**src/button_encoder_report_events_macros.svh**
```systemverilog
// Assertion helpers used by btn_enc_dp.
`ifndef BUTTON_ENCODER_REPORT_EVENTS_MACROS_SVH
`define BUTTON_ENCODER_REPORT_EVENTS_MACROS_SVH

// Same-cycle implication, checked out of reset.
`define BTN_ENC_ASSERT_NOW(lbl, ante, cons, msg) \
    lbl: assert property (@(posedge aclk) disable iff (!aresetn) (ante) |-> (cons)) \
        else $error(msg);

// Next-cycle implication, checked out of reset.
`define BTN_ENC_ASSERT_NEXT(lbl, ante, cons, msg) \
    lbl: assert property (@(posedge aclk) disable iff (!aresetn) (ante) |=> (cons)) \
        else $error(msg);

`endif

```
**src/btn_enc_pkg.sv**
```systemverilog
package btn_enc_pkg;

    localparam int BTN_W      = 32;
    localparam int IDX_W      = 5;
    localparam int ENC_W      = 4;
    localparam int CNT_W      = 6;
    localparam int IN_DATA_W  = 40;
    localparam int OUT_DATA_W = 8;

    localparam logic [CNT_W-1:0] HALF_BITS     = 6'd16;
    localparam logic [BTN_W-1:0] UNMAPPED_MASK = 32'h0000_0700;  // indices 8..10
    localparam logic [ENC_W-1:0] ENC_POS_MAX   = 4'hF;
    localparam logic [ENC_W-1:0] ENC_POS_MIN   = 4'h0;

    localparam logic KIND_ENC = 1'b0;
    localparam logic KIND_BTN = 1'b1;

    typedef enum logic [1:0] {
        POL_UNKNOWN = 2'd0,
        POL_HIGH    = 2'd1,
        POL_LOW     = 2'd2
    } pol_t;

    typedef struct packed {
        logic load;
        logic emit_enc;
        logic emit_btn;
        logic step;
    } ctrl_cmd_t;

    typedef struct packed {
        logic enc_pending;
        logic diff_any;
        logic diff_cur;
        logic last_btn;
        logic out_free;
    } ctrl_stat_t;

    function automatic logic [2:0] nibble_ones(input logic [3:0] n);
        logic [2:0] c;
        c = 3'(n[0]) + 3'(n[1]) + 3'(n[2]) + 3'(n[3]);
        return c;
    endfunction

    // Eight independent nibble counts, then a short chain of narrow adds.
    function automatic logic [CNT_W-1:0] count_ones(input logic [BTN_W-1:0] v);
        logic [CNT_W-1:0] sum;
        sum = '0;
        for (int k = 0; k < BTN_W / 4; k++) begin
            sum = sum + CNT_W'(nibble_ones(v[k*4 +: 4]));
        end
        return sum;
    endfunction

endpackage

```
**src/btn_enc_ctrl.sv**
```systemverilog
module btn_enc_ctrl (
    input  logic                    aclk,
    input  logic                    aresetn,
    input  logic                    s_tvalid,
    output logic                    s_tready,
    input  btn_enc_pkg::ctrl_stat_t stat,
    output btn_enc_pkg::ctrl_cmd_t  cmd
);
    import btn_enc_pkg::*;

    typedef enum logic {
        ST_IDLE,
        ST_BUSY
    } state_t;

    state_t state_reg, state_next;

    assign s_tready = (state_reg == ST_IDLE);

    always_comb begin
        cmd        = '0;
        state_next = state_reg;
        case (state_reg)
            ST_IDLE: begin
                if (s_tvalid) begin
                    cmd.load   = 1'b1;
                    state_next = ST_BUSY;
                end
            end
            ST_BUSY: begin
                if (!stat.enc_pending && !stat.diff_any) begin
                    state_next = ST_IDLE;
                end else if (stat.enc_pending) begin
                    if (stat.out_free) begin
                        cmd.emit_enc = 1'b1;
                        if (!stat.diff_any) begin
                            state_next = ST_IDLE;
                        end
                    end
                end else if (stat.diff_cur) begin
                    if (stat.out_free) begin
                        cmd.emit_btn = 1'b1;
                        cmd.step     = 1'b1;
                        if (stat.last_btn) begin
                            state_next = ST_IDLE;
                        end
                    end
                end else begin
                    cmd.step = 1'b1;
                end
            end
            default: begin
                state_next = ST_IDLE;
            end
        endcase
    end

    always_ff @(posedge aclk) begin
        if (!aresetn) begin
            state_reg <= ST_IDLE;
        end else begin
            state_reg <= state_next;
        end
    end

endmodule

```
**src/btn_enc_dp.sv**
```systemverilog
`include "button_encoder_report_events_macros.svh"

module btn_enc_dp (
    input  logic                                 aclk,
    input  logic                                 aresetn,
    input  logic [btn_enc_pkg::IN_DATA_W-1:0]    s_tdata,
    input  btn_enc_pkg::ctrl_cmd_t               cmd,
    output btn_enc_pkg::ctrl_stat_t              stat,
    output logic                                 m_tvalid,
    input  logic                                 m_tready,
    output logic [btn_enc_pkg::OUT_DATA_W-1:0]   m_tdata,
    output logic [0:0]                           m_tuser,
    output logic                                 m_tlast
);
    import btn_enc_pkg::*;

    pol_t             pol_reg;
    logic [BTN_W-1:0] held_reg;
    logic             enc_seen_reg;
    logic [ENC_W-1:0] enc_last_reg;
    logic             enc_pending_reg;
    logic             enc_inc_reg;
    logic [BTN_W-1:0] diff_reg;
    logic [IDX_W-1:0] idx_reg;
    logic             shift_reg;

    logic             out_valid_reg;
    logic             out_kind_reg;
    logic [IDX_W-1:0] out_idx_reg;
    logic             out_active_reg;
    logic             out_shift_reg;
    logic             out_last_reg;

    logic [BTN_W-1:0] in_bits;
    logic [ENC_W-1:0] in_enc;
    pol_t             pol_first;
    pol_t             pol_eff;
    logic [BTN_W-1:0] down;
    logic             enc_inc;
    logic [BTN_W-1:0] diff_rest;
    logic             emit;

    assign in_bits = s_tdata[BTN_W-1:0];
    assign in_enc  = s_tdata[BTN_W +: ENC_W];

    assign pol_first = (count_ones(in_bits) > HALF_BITS) ? POL_LOW : POL_HIGH;
    assign pol_eff   = (pol_reg == POL_UNKNOWN) ? pol_first : pol_reg;
    assign down      = (pol_eff == POL_LOW) ? ~in_bits : in_bits;

    // wrap between 15 and 0 flips the plain compare
    assign enc_inc = ((enc_last_reg < in_enc)
                      || (enc_last_reg == ENC_POS_MAX && in_enc == ENC_POS_MIN))
                     && !(enc_last_reg == ENC_POS_MIN && in_enc == ENC_POS_MAX);

    assign diff_rest = diff_reg & ~(BTN_W'(1) << idx_reg);
    assign emit      = cmd.emit_enc | cmd.emit_btn;

    assign stat.enc_pending = enc_pending_reg;
    assign stat.diff_any    = (diff_reg != '0);
    assign stat.diff_cur    = diff_reg[idx_reg];
    assign stat.last_btn    = (diff_rest == '0);
    assign stat.out_free    = !out_valid_reg || m_tready;

    always_ff @(posedge aclk) begin
        if (!aresetn) begin
            pol_reg         <= POL_UNKNOWN;
            held_reg        <= '0;
            enc_seen_reg    <= 1'b0;
            enc_last_reg    <= '0;
            enc_pending_reg <= 1'b0;
            diff_reg        <= '0;
            idx_reg         <= '0;
            out_valid_reg   <= 1'b0;
        end else begin
            if (cmd.load) begin
                pol_reg      <= pol_eff;
                held_reg     <= down;
                diff_reg     <= (down ^ held_reg) & ~UNMAPPED_MASK;
                idx_reg      <= '0;
                enc_seen_reg <= 1'b1;
                enc_last_reg <= in_enc;
                // first report only latches the position
                enc_pending_reg <= enc_seen_reg && (in_enc != enc_last_reg);
            end else begin
                if (cmd.emit_enc) begin
                    enc_pending_reg <= 1'b0;
                end
                if (cmd.emit_btn) begin
                    diff_reg <= diff_rest;
                end
                if (cmd.step) begin
                    idx_reg <= idx_reg + IDX_W'(1);
                end
            end
            if (emit) begin
                out_valid_reg <= 1'b1;
            end else if (m_tready) begin
                out_valid_reg <= 1'b0;
            end
        end
    end

    always_ff @(posedge aclk) begin
        if (cmd.load) begin
            enc_inc_reg <= enc_inc;
            shift_reg   <= down[0];
        end
        if (emit) begin
            out_kind_reg  <= cmd.emit_btn ? KIND_BTN : KIND_ENC;
            out_idx_reg   <= cmd.emit_btn ? idx_reg : '0;
            out_active_reg <= cmd.emit_btn ? held_reg[idx_reg] : enc_inc_reg;
            out_shift_reg <= shift_reg;
            out_last_reg  <= cmd.emit_btn ? (diff_rest == '0) : (diff_reg == '0);
        end
    end

    // tdata: button_index[4:0], active[5], shift_held[6], zero pad[7]
    assign m_tvalid   = out_valid_reg;
    assign m_tdata    = {1'b0, out_shift_reg, out_active_reg, out_idx_reg};
    assign m_tuser[0] = out_kind_reg;
    assign m_tlast    = out_last_reg;

    `BTN_ENC_ASSERT_NOW(a_emit_on_change, cmd.emit_btn, diff_reg[idx_reg], "button item without a change")
    `BTN_ENC_ASSERT_NOW(a_skip_unmapped, cmd.emit_btn, !(idx_reg == 5'd8 || idx_reg == 5'd9 || idx_reg == 5'd10), "unmapped index emitted")
    `BTN_ENC_ASSERT_NEXT(a_last_drains, emit && (cmd.emit_btn ? (diff_rest == '0) : (diff_reg == '0)), !enc_pending_reg && diff_reg == '0, "work left after last item")
    `BTN_ENC_ASSERT_NEXT(a_pol_known, cmd.load, pol_reg != POL_UNKNOWN, "polarity unset after report")
    `BTN_ENC_ASSERT_NOW(a_no_overwrite, emit, !out_valid_reg || m_tready, "output item overwritten")

endmodule

```
**src/button_encoder_report_events.sv**
```systemverilog
// After a report is accepted and loaded, a pending encoder event is emitted first, then one
// button event per changed index, in index order; each event comes from the output register.
// The scan steps through button indices from 0 upward and ends at the last changed bit.
// Output stalls hold the scan. A new report is taken once the previous scan is done.
// Reset (aresetn low, synchronous): polarity unknown, pressed set clear, encoder not latched.
module button_encoder_report_events (
    input  logic                                aclk,
    input  logic                                aresetn,
    input  logic                                s_tvalid,
    output logic                                s_tready,
    input  logic [btn_enc_pkg::IN_DATA_W-1:0]   s_tdata,   // button_bits[31:0], encoder_byte[39:32]
    output logic                                m_tvalid,
    input  logic                                m_tready,
    output logic [btn_enc_pkg::OUT_DATA_W-1:0]  m_tdata,   // button_index[4:0], active[5], shift_held[6]
    output logic [0:0]                          m_tuser,   // event_kind[0]
    output logic                                m_tlast
);
    import btn_enc_pkg::*;

    ctrl_cmd_t  cmd;
    ctrl_stat_t stat;

    btn_enc_ctrl u_ctrl (
        .aclk     (aclk),
        .aresetn  (aresetn),
        .s_tvalid (s_tvalid),
        .s_tready (s_tready),
        .stat     (stat),
        .cmd      (cmd)
    );

    btn_enc_dp u_dp (
        .aclk     (aclk),
        .aresetn  (aresetn),
        .s_tdata  (s_tdata),
        .cmd      (cmd),
        .stat     (stat),
        .m_tvalid (m_tvalid),
        .m_tready (m_tready),
        .m_tdata  (m_tdata),
        .m_tuser  (m_tuser),
        .m_tlast  (m_tlast)
    );

endmodule
```
**config.mk**
```make
export PLATFORM = sky130hd
export DESIGN_NAME = button_encoder_report_events
export DESIGN_NICKNAME = d
export VERILOG_FILES = /design/src/btn_enc_pkg.sv /design/src/btn_enc_ctrl.sv /design/src/btn_enc_dp.sv /design/src/button_encoder_report_events.sv
export VERILOG_INCLUDE_DIRS = /design/src /design/src/src
export SDC_FILE = /design/constraint.sdc
export NUM_CORES = 1
export LEC_CHECK = 0
export ABC_CLOCK_PERIOD_IN_PS = 7100
export BUFFER_PORTS_ARGS = -buffer_cell sky130_fd_sc_hd__buf_2
export CORE_ASPECT_RATIO = 0.75
export CORE_MARGIN = 4
export CORE_UTILIZATION = 30
export CTS_CLUSTER_DIAMETER = 80
export CTS_CLUSTER_SIZE = 30
export DETAILED_ROUTE_END_ITERATION = 10
export GPL_TIMING_DRIVEN = 0
export HOLD_SLACK_MARGIN = 0.06
export PLACE_DENSITY = 0.5
export SYNTH_ARGS = -nofsm -noshare
export SYNTH_HDL_FRONTEND = slang
export SYNTH_HIERARCHICAL = 1
export SYNTH_SLANG_ARGS = --single-unit
```
**constraint.sdc**
```tcl
create_clock -name aclk -period 7.1 [get_ports aclk]
set_input_delay 1.42 -clock aclk [delete_from_list [all_inputs] [get_ports aclk]]
set_output_delay 1.42 -clock aclk [all_outputs]
set_load 0.02 [all_outputs]
```
Yosys cells after proc, flatten, opt, wreduce, memory -nomap -nowiden

Cells that the tools add are included.

Flip-flop bits (word level): 90
Bits in latches: 0
RAM bits: 0
Memory bits (read-only): 0
Output and inout bits: 12
Word-level logic and storage cells: 119
Memories: 0

Add/subtract/negate cells: 32
Multipliers: 0
Div/mod/pow operators: 0
Magnitude comparators: 3
Equal/unequal tests: 4
Shift-type cells: 1
Multiplexer cells: 34
Bitwise operators: 7
Reduce and logical (&&, ||, !) cells: 21

Operators by type and width:

| operator                                                      | number |
|---|---|
| two-way mux 32 bit                                            | 3 |
| logical NOT 32 bit                                            | 2 |
| inverter 32 bit                                               | 2 |
| adder 3 x 1 -> 3 bit                                          | 16 |
| adder 6 x 3 -> 6 bit                                          | 6 |
| AND 32 bit                                                    | 1 |
| nonzero test 32 bit                                           | 1 |
| left shift 1 x 5 -> 32 bit, first input constant              | 1 |
| XOR 32 bit                                                    | 1 |
| two-way mux 1 bit                                             | 22 |
| adder 1 x 1 -> 2 bit                                          | 8 |
| binary-select mux 1 bit (select 5 bit)                        | 2 |
| equality test 4 bit, second input constant                    | 2 |
| logical NOT 4 bit                                             | 2 |
| two-way mux 2 bit                                             | 4 |
| greater-than comparator 6 x 5 -> 1 bit, second input constant | 1 |
| < comparator 5 x 6 -> 1 bit, second input constant            | 1 |
| two-way mux 3 bit                                             | 2 |
| nonzero test 2 bit                                            | 3 |
| adder 5 x 1 -> 5 bit, second input constant                   | 1 |
| logical AND 1 bit                                             | 5 |
| adder 3 x 3 -> 4 bit                                          | 1 |
| logical NOT 1 bit                                             | 4 |
| < comparator 4 bit                                            | 1 |
| other kinds (8)                                               | 10 |

Logic depth before layout (Yosys ltp)

Gate-level depths: netlist of the first run.

Depth in word-level cells: 17
Depth in mapped cells: 18
Mapped depth without buffers: 16

By module

Netlist of the first run, hierarchy kept.

By module, submodules not included:

| module       | times used | cells an instance | area an instance (um^2) | sequential area each (um^2) |
|---|---|---|---|---|
| btn_enc_dp   | 1          | 699               | 6,493.7                 | 1,891.8 |
| btn_enc_ctrl | 1          | 13                | 95.1                    | 20.0 |

Worst setup path after synthesis of the first run

OpenSTA, ideal clock, no wires.

Path type: in2reg
Start: input port s_tdata[11] (netlist name)
End: register u_dp.diff_reg[23]
Setup time: 0.129 ns
Arrival: 6.588 ns
Setup slack: 0.383 ns
Stages on the path: 17
Path buffers: 2
Cells stage by stage: inv_1 fa_1 fa_1 fa_1 fa_1 fa_1 fa_1 inv_1 ha_1 fa_1 or3b_1 or4b_1 and4_1 buf_6 buf_6 o2111ai_2 o211ai_2

Longest elaborated chain between the ends: 14

Ends and longest elaborated chain:

| what                                   | RTL line                           | text |
|---|---|---|
| start, declared                        | button_encoder_report_events.sv:11 | `input logic [btn_enc_pkg::IN_DATA_W-1:0] s_tdata,` |
| adder 3 x 1 -> 3 bit                   | btn_enc_pkg.sv:41                  | `c = 3'(n[0]) + 3'(n[1]) + 3'(n[2]) + 3'(n[3]);` |
| adder 6 x 3 -> 6 bit (6 in a row)      | btn_enc_pkg.sv:50                  | `sum = sum + CNT_W'(nibble_ones(v[k*4 +: 4]));` |
| greater-than comparator 6 x 5 -> 1 bit | btn_enc_dp.sv:46                   | `assign pol_first = (count_ones(in_bits) > HALF_BITS) ? POL_LOW : POL_HIGH;` |
| two-way mux 2 bit                      | btn_enc_dp.sv:46                   |  |
| two-way mux 2 bit                      | btn_enc_dp.sv:47                   | `assign pol_eff = (pol_reg == POL_UNKNOWN) ? pol_first : pol_reg;` |
| equality test 2 bit                    | btn_enc_dp.sv:48                   | `assign down = (pol_eff == POL_LOW) ? ~in_bits : in_bits;` |
| two-way mux 32 bit                     | btn_enc_dp.sv:48                   |  |
| XOR 32 bit                             | btn_enc_dp.sv:78                   | `diff_reg <= (down ^ held_reg) & ~UNMAPPED_MASK;` |
| two-way mux 32 bit                     | btn_enc_dp.sv:75                   | `if (cmd.load) begin` |
| end signal, assigned                   | btn_enc_dp.sv:78                   |  |
| end signal, assigned                   | btn_enc_dp.sv:89                   | `diff_reg <= diff_rest;` |
| end, declared                          | btn_enc_dp.sv:23                   | `logic [BTN_W-1:0] diff_reg;` |

No other way between the ends.
A chain may end at the register's enable or synchronous reset.

Worst setup path in the final report of the first run

Start: input port s_tdata[5] (netlist name)
End: register u_dp.diff_reg[31]

Longest elaborated chain between the ends: 17

Ends and longest elaborated chain:

| what                                   | RTL line |
|---|---|
| adder 1 x 1 -> 2 bit                   | btn_enc_pkg.sv:41 |
| adder 3 x 1 -> 3 bit (2 in a row)      | btn_enc_pkg.sv:41 |
| adder 3 x 3 -> 4 bit                   | btn_enc_pkg.sv:50 |
| adder 6 x 3 -> 6 bit (6 in a row)      | btn_enc_pkg.sv:50 |
| greater-than comparator 6 x 5 -> 1 bit | btn_enc_dp.sv:46 |
| two-way mux 2 bit                      | btn_enc_dp.sv:46 |
| two-way mux 2 bit                      | btn_enc_dp.sv:47 |
| equality test 2 bit                    | btn_enc_dp.sv:48 |
| two-way mux 32 bit                     | btn_enc_dp.sv:48 |
| XOR 32 bit                             | btn_enc_dp.sv:78 |
| two-way mux 32 bit                     | btn_enc_dp.sv:75 |

No other way between the ends.

==> results.py, run 1 <==
metrics = {
    "floorplan": {
        "row_count": 46,
        "core_area_um2": 21400,
        "die_area_um2": 24400,
        "start_util_pct": 30.9,
        "fp.dieW_um": 179,
        "die_y_um": 136,
        "pin_count": 56,
    },
    "global_route": {
        "grt_pass1_vias": 5902,
        "grt-ovfl-total": 0,
        "grt_pass1_wl_um": 36000,
        "antenna_found_initial": 0,
        "grt_usage_pct": 19.4,
        "grt_max_degree": 16,
    },
    "placement": {
        "dp_cells": 1050,
        "place.port_buffers": 50,
        "hpwl_um": 18100,
        "place_congestion": 0.966,
    },
    "drt": {
        "ant_nets": 0,
        "wire_per_inst_um": 22.0,
        "drcViolationCount": 0,
        "first_pass_iters": 5,
        "drtIter0Drc": 697,
        "vias": 6179,
        "via_per_inst": 5.80,
        "routed_wl_um": 23400,
    },
    "layout": {
        "fin_cells": 1066,
        "area_growth_pct": 14.3,
        "diodes": 0,
        "mostFrequentLayoutCell": "dfxtp_1",
        "nets": 858,
        "drive_gt1_share_pct": 17.4,
        "final_cell_mix": "79 x dfxtp_1, 61 x buf_2, 61 x inv_1, 60 x o211ai_1, 46 x nand3_1",
    },
    "min_path": {
        "worstHoldPathType": "register to register",
        "holdPathStages": 0,
        "holdPathEnd": "u_dp/out_shift_reg$_DFFE_PP_",
        "min-delay-start": "u_dp/shift_reg$_DFFE_PP_",
    },
    "synthesis": {
        "ys_seq_elements": 90,
        "ys_warn_count": 6,
        "synthArstFlopShare_pct": 0,
        "synth_cell_types": 67,
        "synth-main-ff-cell": "dfxtp_1",
        "synth_edf_count": 11,
        "syn_avg_cell_area_um2": 9.25,
        "synth_seq_area_share_pct": 29.0,
        "synth_cells": 712,
        "synth_area_um2": 6590,
        "syn_nets": 797,
    },
    "cts": {
        "ctsHoldBuffers": 0,
        "clk_pin_slew_ns": 0.07,
        "cts_tree": "built",
        "cts_made_buffers": 9,
        "clock_path_buffers": 2,
        "clkLatencyLatePin_ns": 0.36,
        "root_buffer": "clkbuf_16",
        "postCtsSetupRepairBufs": 0,
        "cts_max_level": 3,
        "clock-sinks": 90,
    },
    "setup_path": {
        "path_class": "input pin to register",
        "reg2reg_slack_ns": 2.95,
        "worstReg2RegEnd": "u_dp/diff_reg[28]$_SDFFE_PN0P_",
        "worstRegToRegCells": 14,
        "arrival_ns": 7.14,
        "worst_setup_path_start_kind": "input pin",
        "r2r-start": "u_dp/idx_reg[3]$_SDFFE_PP0P_",
        "cp.required_ns": 7.31,
        "end_kind": "register",
        "crit_path_max_fanout": 10,
    },
    "pwr": {
        "p_per_area_nw_per_um2": 561,
        "p_leak_nw": 2.75,
        "peakVddDrop_v": 0.000260,
    },
    "job": {
        "maxCapViolCount": 0,
    },
    "sta": {
        "grt_setup_unrepaired": "false",
        "whs_ns": 0.432,
        "relSlewSlack_pct": 43.5,
        "drv_slew": 0,
        "max_freq_ghz": 0.144,
        "tightestPinTransition_ns": 0.848,
        "period_share_pct": 97.6,
        "fin_crit_ns": 6.93,
        "setup_violations": 0,
        "hold_violations": 0,
        "finClkSkew_ns": 0.0106,
    },
    "run_status": {
        "outcome": "finished, final reports clean",
    },
}
## metal layers
layer  share of wire [%]  vias to the layer above  track usage (%)
li1                    -                     2803                -
met2                  39                      254             25.1
met1                  52                     3107             31.2
met5                   0                        -                0
met3                 8.4                       15             6.09
met4                0.68                        0             3.04
## cells in the mapped netlist (11+ instances only)
cell        n  area [um2]
clkbuf_1   35         131
nand2b_1   12        75.1
nor2_1     31         116
nand3_1    46         230
edfxtp_1   11         330
o21ai_0    36         180
mux4_2     20         450
xnor2_1    32         280
fa_1       24         480
inv_1      61         229
ha_1       17         213
dfxtp_1    79        1580
a31oi_1    41         257
o2111ai_1  19         166
buf_2      11        55.1
o211ai_1   60         450
nand2_1    22        82.6
## where the power goes
group	switching (mW)	leakage [nW]	internal, mW
logic	1.76	1.84	1.14
registers	0.138	0.756	0.661
clock network	0.215	0.150	0.309
total	2.11	2.75	2.11
## critical path, cell delays in order
cell       delay, ns
buf_2           0.12
inv_1           0.08
fa_2            0.63
fa_1            0.45
fa_1            0.48
fa_2            0.62
fa_1            0.45
fa_1            0.49
inv_1           0.04
ha_1            0.20
fa_1            0.44
or3b_1          0.34
or4b_1          0.50
and4_1          0.18
buf_6           0.15
buf_6           0.15
o2111ai_4       0.25
o211ai_1        0.14
## worst max path at each step
stage                 from  slack (ns)                              to
2_1_floorplan  s_tdata[11]        0.38  u_dp/diff_reg[23]$_SDFFE_PN0P_
3_3_place_gp    s_tdata[5]       -0.29  u_dp/diff_reg[31]$_SDFFE_PN0P_
3_5_place_dp    s_tdata[5]       -0.33  u_dp/diff_reg[31]$_SDFFE_PN0P_
4_1_cts         s_tdata[5]        0.06  u_dp/diff_reg[31]$_SDFFE_PN0P_
5_1_grt        s_tdata[11]       0.008  u_dp/diff_reg[29]$_SDFFE_PN0P_
6_report        s_tdata[5]        0.17  u_dp/diff_reg[31]$_SDFFE_PN0P_
## logic make-up (layout without fill, tap and decap cells)
kind of cell               count (synthesis)  in the layout  synth area share, %
AOI/OAI and AO/OA                        227            227                 26.1
and+or+nand+nor                          160            160                 12.8
buffers and inverters                    128            194                 8.41
DFF                                       90             90                 29.0
adders and majority gates                 41             41                 10.5
xor gates and xnor gates                  33             33                 4.39
muxes                                     32             32                 8.70
other                                      1              1               0.0569
## per-stage QoR
stage / area, um2 / total power [mW] / setup TNS, ns / util [%] / setup WS, ns
CTS: 7510 / 4.17 / 0 / 35.2 / 0.0551
floorplan: 6590 / 2.91 / 0 / - / 0.383
finish: 7530 / 4.23 / 0 / 35.3 / 0.173
detailed placement: 7200 / 3.62 / -9.44 / 33.7 / -0.334
global placement: 7200 / 3.62 / -5.91 / 33.7 / -0.293
global route: 7530 / 4.54 / 0 / 35.3 / 0.00775
## timing repair
item / CTS / global route
endpoints found under the hold margin: 0 / 0
setup endpoints to repair: 0 / 21
resized for setup: 0 / 4
## final cells by class
class / count / area (um2)
fill: 2227 / 13800
clock buffer: 11 / 233
tap: 288 / 360
buffer: 65 / 318
clock inverter: 5 / 78.8
timing repair buffer: 50 / 250
sequential: 90 / 1910
multi-input combinational: 494 / 4150
inverter: 63 / 236
(Power assumes the default switching activity.)
==> run 2: changes to the inputs <==
--- a/config.mk
+++ b/config.mk
@@ -16,8 +16,7 @@
 export DETAILED_ROUTE_END_ITERATION = 10
 export GPL_TIMING_DRIVEN = 0
 export HOLD_SLACK_MARGIN = 0.06
-export PLACE_DENSITY = 0.5
+export PLACE_DENSITY = 0.53
 export SYNTH_ARGS = -nofsm -noshare
 export SYNTH_HDL_FRONTEND = slang
-export SYNTH_HIERARCHICAL = 1
 export SYNTH_SLANG_ARGS = --single-unit
==> run 2 against run 1 <==
Against the previous run: the run now ends with negative setup slack left; maximum frequency decreased by 3.5%; critical path depth increased by 9; global-route usage decreased by 1.3 points; final cell count increased by 4.7%; register-to-register slack improved by 0.95 ns; first-iteration DRC count decreased by 24%; non-clock buffer count increased by 7; setup slack got worse by 0.25 ns; sequential cell count unchanged; critical endpoint is now u_dp.diff_reg[1]$_SDFFE_PN0P_.
==> results.py, run 2 <==
metrics = {
    "run_status": {
        "outcome": "complete, but fails checks",
        "violations": "negative setup slack",
    },
    "setup_path": {
        "cp_top_family": "adder cells",
        "crit_slowest_cell": "fa_1",
        "startpoint": "s_tdata[0]",
        "crit_top_cell": "fa_1",
        "r2r-start": "u_dp.idx_reg[2]$_SDFFE_PP0P_",
        "cp.required_ns": 7.35,
        "crit_path_end": "u_dp.diff_reg[1]$_SDFFE_PN0P_",
        "reg2reg_slack_ns": 3.90,
        "worstRegToRegCells": 8,
        "worst_setup_path_start_kind": "input pin",
        "worstReg2RegEnd": "u_dp.m_tlast$_DFFE_PP_",
        "arrival_ns": 7.43,
        "path_buf_inv": 10,
        "path_class": "input pin to register",
        "end_kind": "register",
        "critical_path_cell_count": 27,
        "crit_path_max_incr_delay_ns": 0.56,
        "crit_path_max_fanout": 8,
    },
    "synthesis": {
        "synth_top_family_by_area": "compound AO/OA/AOI/OAI gates",
        "ys_warn_count": 0,
        "ys_seq_elements": 90,
        "synth_compound_area_share_pct": 16.6,
        "synth_common_cells": "83 x nor2_1, 79 x dfxtp_1, 69 x inv_1, 42 x nand2_1, 39 x ha_1",
        "synth_edf_count": 11,
        "yosys-top-cells-area": "dfxtp_1 24%, ha_1 7.3%, fa_1 6.6%, mux4_2 5.4%, edfxtp_1 4.9%",
        "synth_fa_ha_area_share_pct": 13.8,
        "synth_top_area_share_pct": 23.6,
        "synth_mux_area_share_pct": 8.06,
        "yosysTopAreaCell": "dfxtp_1",
        "syn_nets": 836,
        "synth_cells": 731,
        "synthArstFlopShare_pct": 0,
        "synth_seq_area_share_pct": 28.5,
        "yosysMostFrequentCell": "nor2_1",
        "syn_avg_cell_area_um2": 9.18,
        "synth_simple_gate_area_share_pct": 16.3,
        "synth_cell_types": 64,
        "synth-main-ff-cell": "dfxtp_1",
        "synth_area_um2": 6710,
        "synth_xor_area_share_pct": 8.99,
    },
    "floorplan": {
        "row_count": 47,
        "core_area_um2": 22100,
        "pin_count": 56,
        "start_util_pct": 30.4,
        "die_y_um": 138,
        "fp.dieW_um": 181,
        "die_area_um2": 24800,
    },
    "cts": {
        "ctsHoldBuffers": 0,
        "cts_max_level": 3,
        "root_buffer": "clkbuf_16",
        "clock_path_buffers": 2,
        "cts_made_buffers": 9,
        "clk_pin_slew_ns": 0.08,
        "cts_tree": "built",
        "clkLatencyLatePin_ns": 0.35,
        "clock-sinks": 90,
    },
    "min_path": {
        "min-delay-start": "u_dp.shift_reg$_DFFE_PP_",
        "holdPathStages": 0,
        "worstHoldPathType": "register to register",
    },
    "placement": {
        "place_congestion": 0.956,
        "hpwl_um": 16800,
        "place.port_buffers": 49,
    },
    "drt": {
        "first_pass_iters": 5,
        "via_per_inst": 5.25,
        "routed_wl_um": 22300,
        "drcViolationCount": 0,
        "wire_per_inst_um": 20.0,
        "vias": 5857,
        "ant_nets": 0,
        "drtIter0Drc": 533,
    },
    "layout": {
        "diodes": 0,
        "nets": 922,
        "area_growth_pct": 27.0,
        "fillers": 2269,
        "multiInputGateArea_um2": 4810,
        "drive_gt1_share_pct": 25.4,
        "layout.area.seq_um2": 1910,
        "final_cell_mix": "81 x nor2_1, 79 x dfxtp_1, 64 x inv_1, 50 x buf_2, 42 x nand2_1",
        "fin_util_pct": 38.6,
        "mostFrequentLayoutCell": "nor2_1",
    },
    "global_route": {
        "grt_usage_pct": 18.1,
        "grt_pass1_vias": 5750,
        "antenna_found_initial": 1,
        "grt_max_degree": 19,
        "grt-ovfl-total": 0,
        "grt_pass1_wl_um": 34600,
    },
    "job": {
        "maxCapViolCount": 0,
    },
    "sta": {
        "setup_violations": 18,
        "finClkSkew_ns": 0.00995,
        "max_freq_ghz": 0.139,
        "period_share_pct": 101,
        "hold_violations": 0,
        "drv_slew": 0,
        "tightestPinTransition_ns": 1.12,
        "finalWorstSetupSlack_ns": -0.0807,
        "fin_crit_ns": 7.18,
        "grt_setup_unrepaired": "true",
        "relSlewSlack_pct": 25.4,
    },
}
run 2: cell types whose count changed after synthesis, sizes merged, moves of 12 or more:
cell,delta
a211oi,+33
nor2,+53
ha,+22
nand2,+20
nand3,-38
o2111ai,-29
o211ai,-68
a31oi,-32
and2,+14
o21ai,-15
a21oi,+39
xnor3,+12
run 2: worst min path at each step:
stage,to,slack (ns)
after floorplan,u_dp.out_shift_reg$_DFFE_PP_,0.40
final,u_dp.out_shift_reg$_DFFE_PP_,0.44
after CTS,u_dp.out_shift_reg$_DFFE_PP_,0.45
after detailed placement,u_dp.out_shift_reg$_DFFE_PP_,0.42
after global placement,u_dp.out_shift_reg$_DFFE_PP_,0.42
after global routing,u_dp.out_shift_reg$_DFFE_PP_,0.46
run 2: layout make-up:
type,count,area share [%]
Timing Repair Buffer,76,6.55
Multi-Input combinational cell,523,56.4
Sequential cell,90,22.4
Inverter,71,3.16
Tap cell,294,4.32
Buffer,46,3.67
Clock inverter,7,0.793
Clock buffer,9,2.64
run 2: metal layers:
layer	GRT usage, %	vias to the layer above	part of all wire [%]
met5	1.80	-	0.31
met4	3.61	4	1.3
met3	5.91	26	9.7
met2	25.6	219	40
met1	26.8	2855	48
li1	-	2753	-
run 2: timing repair:
action	CTS	global route
endpoints found under the setup margin	63	63
setup buffers	15	10
resized for setup	73	35
pin swaps	30	52
cloned	1	1
run 2: stage by stage:
step	worst slack (ns)	instances	hold WS (ns)	TNS [ns]	area (um2)
4_1_cts	-0.204	1106	0.449	-2.77	8230
2_1_floorplan	-0.0291	731	0.400	-0.101	6750
3_5_place_dp	-0.932	1074	0.425	-43.16	7360
6_report	-0.0807	1116	0.439	-0.732	8520
5_1_grt	-0.280	1116	0.456	-6.64	8520
3_3_place_gp	-0.891	1074	0.418	-40.62	7360
run 2: cell families after synthesis:
family                     after synthesis
buffers and inverters                  118
adders and majority gates               61
DFF                                     90
xor gates and xnor gates                50
AOI/OAI and AO/OA                      159
other                                    1
muxes                                   34
and+or+nand+nor                        218
Power of run 2 is not shown: default switching activity piles up to over one toggle a cycle in this logic, so the estimate is an artifact.
==> run 3: changes to the inputs <==
--- a/config.mk
+++ b/config.mk
@@ -10,13 +10,15 @@
 export BUFFER_PORTS_ARGS = -buffer_cell sky130_fd_sc_hd__buf_2
 export CORE_ASPECT_RATIO = 0.75
 export CORE_MARGIN = 4
-export CORE_UTILIZATION = 30
+export CORE_UTILIZATION = 45
+export CTS_BUF_LIST = sky130_fd_sc_hd__clkbuf_8
 export CTS_CLUSTER_DIAMETER = 80
 export CTS_CLUSTER_SIZE = 30
 export DETAILED_ROUTE_END_ITERATION = 10
 export GPL_TIMING_DRIVEN = 0
 export HOLD_SLACK_MARGIN = 0.06
-export PLACE_DENSITY = 0.53
+export PLACE_DENSITY = 0.71
 export SYNTH_ARGS = -nofsm -noshare
 export SYNTH_HDL_FRONTEND = slang
+export SYNTH_HIERARCHICAL = 1
 export SYNTH_SLANG_ARGS = --single-unit
==> run 3 against run 2 <==
Against the previous run: critical path type unchanged; via count is 8.9% higher; first-iteration DRC count up 68%; sequential share of layout area grew 3.8 points; the flow now finishes without violations; largest cell class unchanged; register-to-register slack lost 1.0 ns.
==> results.py, run 3 (synthesis gave the netlist of run 1 again) <==
metrics = {
    "setup_path": {
        "cp.required_ns": 7.35,
        "crit_top_cell": "fa_1",
        "path_class": "input pin to register",
        "arrival_ns": 7.11,
        "end_kind": "register",
        "cp_cell_sequence": "buf_2 > inv_1 > fa_1 > fa_1 > fa_1 > fa_1 > fa_1 > fa_1 > inv_1 > ha_1 > fa_1 > or3b_1 > or4b_1 > and4_1 > buf_6 > buf_4 > o211ai_1 > a31oi_1",
        "reg2reg_slack_ns": 2.88,
        "crit_slowest_cell": "fa_1",
        "cp_top_family": "adder cells",
        "path_buf_inv": 5,
        "worstRegToRegCells": 14,
        "r2r-start": "u_dp/idx_reg[3]$_SDFFE_PP0P_",
        "worst_setup_path_start_kind": "input pin",
        "crit_path_max_incr_delay_ns": 0.62,
        "crit_path_max_fanout": 10,
        "worstReg2RegEnd": "u_dp/diff_reg[22]$_SDFFE_PN0P_",
    },
    "layout": {
        "mostFrequentLayoutCell": "dfxtp_1",
        "design_area_um2": 7280,
        "area_growth_pct": 10.4,
        "nets": 858,
        "fillers": 1290,
        "drive_gt1_share_pct": 17.2,
        "diodes": 0,
        "final_cell_mix": "79 x dfxtp_1, 61 x buf_2, 61 x inv_1, 60 x o211ai_1, 46 x nand3_1",
    },
    "pwr": {
        "p_leak_nw": 2.70,
        "p_per_area_nw_per_um2": 551,
        "peakVddDrop_v": 0.000310,
    },
    "global_route": {
        "grt-ovfl-total": 0,
        "grt_pass1_wl_um": 34700,
        "grt_pass1_vias": 6081,
        "antenna_found_initial": 0,
        "grt_usage_pct": 26.6,
        "grt_max_degree": 18,
    },
    "cts": {
        "clock_path_buffers": 2,
        "cts_tree": "built",
        "ctsHoldBuffers": 0,
        "cts_max_level": 3,
        "cts_made_buffers": 9,
        "postCtsSetupRepairBufs": 0,
        "clk_pin_slew_ns": 0.11,
        "clock-sinks": 90,
        "clkLatencyLatePin_ns": 0.39,
        "cts_resized": 0,
        "root_buffer": "clkbuf_8",
    },
    "drt": {
        "drtIter0Drc": 895,
        "first_pass_iters": 7,
        "vias": 6379,
        "wire_per_inst_um": 22.5,
        "ant_nets": 0,
        "routed_wl_um": 21900,
        "drcViolationCount": 0,
        "via_per_inst": 6.56,
    },
    "sta": {
        "hold_violations": 0,
        "max_freq_ghz": 0.146,
        "relSlewSlack_pct": 47.6,
        "tightestPinTransition_ns": 0.786,
        "setup-tns-final_ns": 0,
        "fin_crit_ns": 6.85,
        "setup_violations": 0,
        "period_share_pct": 96.5,
        "drv_slew": 0,
        "grt_setup_unrepaired": "false",
        "finClkSkew_ns": 0.0159,
    },
    "min_path": {
        "holdPathEnd": "u_dp/out_shift_reg$_DFFE_PP_",
        "worstHoldPathType": "register to register",
        "min-delay-start": "u_dp/shift_reg$_DFFE_PP_",
        "holdPathStages": 0,
    },
    "floorplan": {
        "core_area_um2": 14000,
        "die_y_um": 113,
        "start_util_pct": 47.0,
        "fp.dieW_um": 148,
        "die_area_um2": 16700,
        "row_count": 37,
        "pin_count": 56,
    },
    "placement": {
        "postPlaceCellArea_um2": 7080,
        "place.port_buffers": 50,
        "place_congestion": 1.02,
        "hpwl_um": 16800,
    },
    "run_status": {
        "outcome": "finished, final reports clean",
    },
    "job": {
        "maxCapViolCount": 0,
    },
}
-- run 3: cell count changes in the layout (fill, tap and decap cells not counted), moves of 13 or more --
cell | before | now
o2111ai_1 | 0 | 19
a21oi_2 | 15 | 0
nor2_1 | 81 | 31
a211oi_1 | 24 | 2
a31oi_1 | 9 | 41
ha_1 | 33 | 17
buf_4 | 22 | 6
and2_1 | 16 | 3
nand3_1 | 8 | 46
o211ai_1 | 1 | 60
o21ai_0 | 18 | 36
a21oi_1 | 32 | 8
xnor2_4 | 13 | 0
nand2_1 | 42 | 22
-- run 3: layer usage --
metal | up-vias | wire (um) | share of wire, % | GRT usage, %
met5 | - | 0 | 0 | 0
met3 | 37 | 2980 | 14 | 9.25
li1 | 2789 | - | - | -
met4 | 0 | 337 | 1.5 | 6.95
met2 | 460 | 9010 | 41 | 36.9
met1 | 3093 | 9600 | 44 | 39.2
-- run 3: worst max path at each step --
stage                     start                             end  slack, ns  cells after the start
finish               s_tdata[5]  u_dp/held_reg[27]$_SDFFE_PN0P_       0.25                     18
floorplan           s_tdata[11]  u_dp/diff_reg[23]$_SDFFE_PN0P_       0.38                     17
detailed placement   s_tdata[5]  u_dp/held_reg[27]$_SDFFE_PN0P_       -0.1                     18
CTS                  s_tdata[5]  u_dp/held_reg[27]$_SDFFE_PN0P_       0.29                     18
global route         s_tdata[5]  u_dp/diff_reg[24]$_SDFFE_PN0P_       0.02                     18
global placement     s_tdata[5]  u_dp/diff_reg[31]$_SDFFE_PN0P_      -0.06                     18
-- run 3: final cells by class --
class | count | area [um2] | area share (%)
timing repair buffer | 50 | 250 | 3.44
tap | 195 | 244 | 3.35
buffer | 65 | 318 | 4.37
clock buffer | 10 | 138 | 1.89
multi-input combinational | 494 | 4120 | 56.7
clock inverter | 6 | 55.1 | 0.757
inverter | 63 | 236 | 3.25
sequential | 90 | 1910 | 26.3
-- run 3: report_power, final --
| part | switching, mW | internal (mW) | leakage [nW] |
|---|---|---|---|
| Clock | 0.218 | 0.145 | 0.100 |
| Combinational | 1.71 | 1.14 | 1.84 |
| Sequential | 0.139 | 0.660 | 0.756 |
| Total | 2.07 | 1.94 | 2.70 |
-- run 3: metrics by stage --
step	util [%]	std cells	power, mW	hold WS [ns]	worst slack, ns
after floorplan	-	712	2.91	0.400	0.383
after global placement	50.5	957	3.48	0.404	-0.0613
after detailed placement	50.5	957	3.57	0.411	-0.0978
after CTS	51.9	973	3.94	0.434	0.290
after global routing	51.9	973	4.31	0.452	0.0183
final	51.9	973	4.01	0.433	0.248
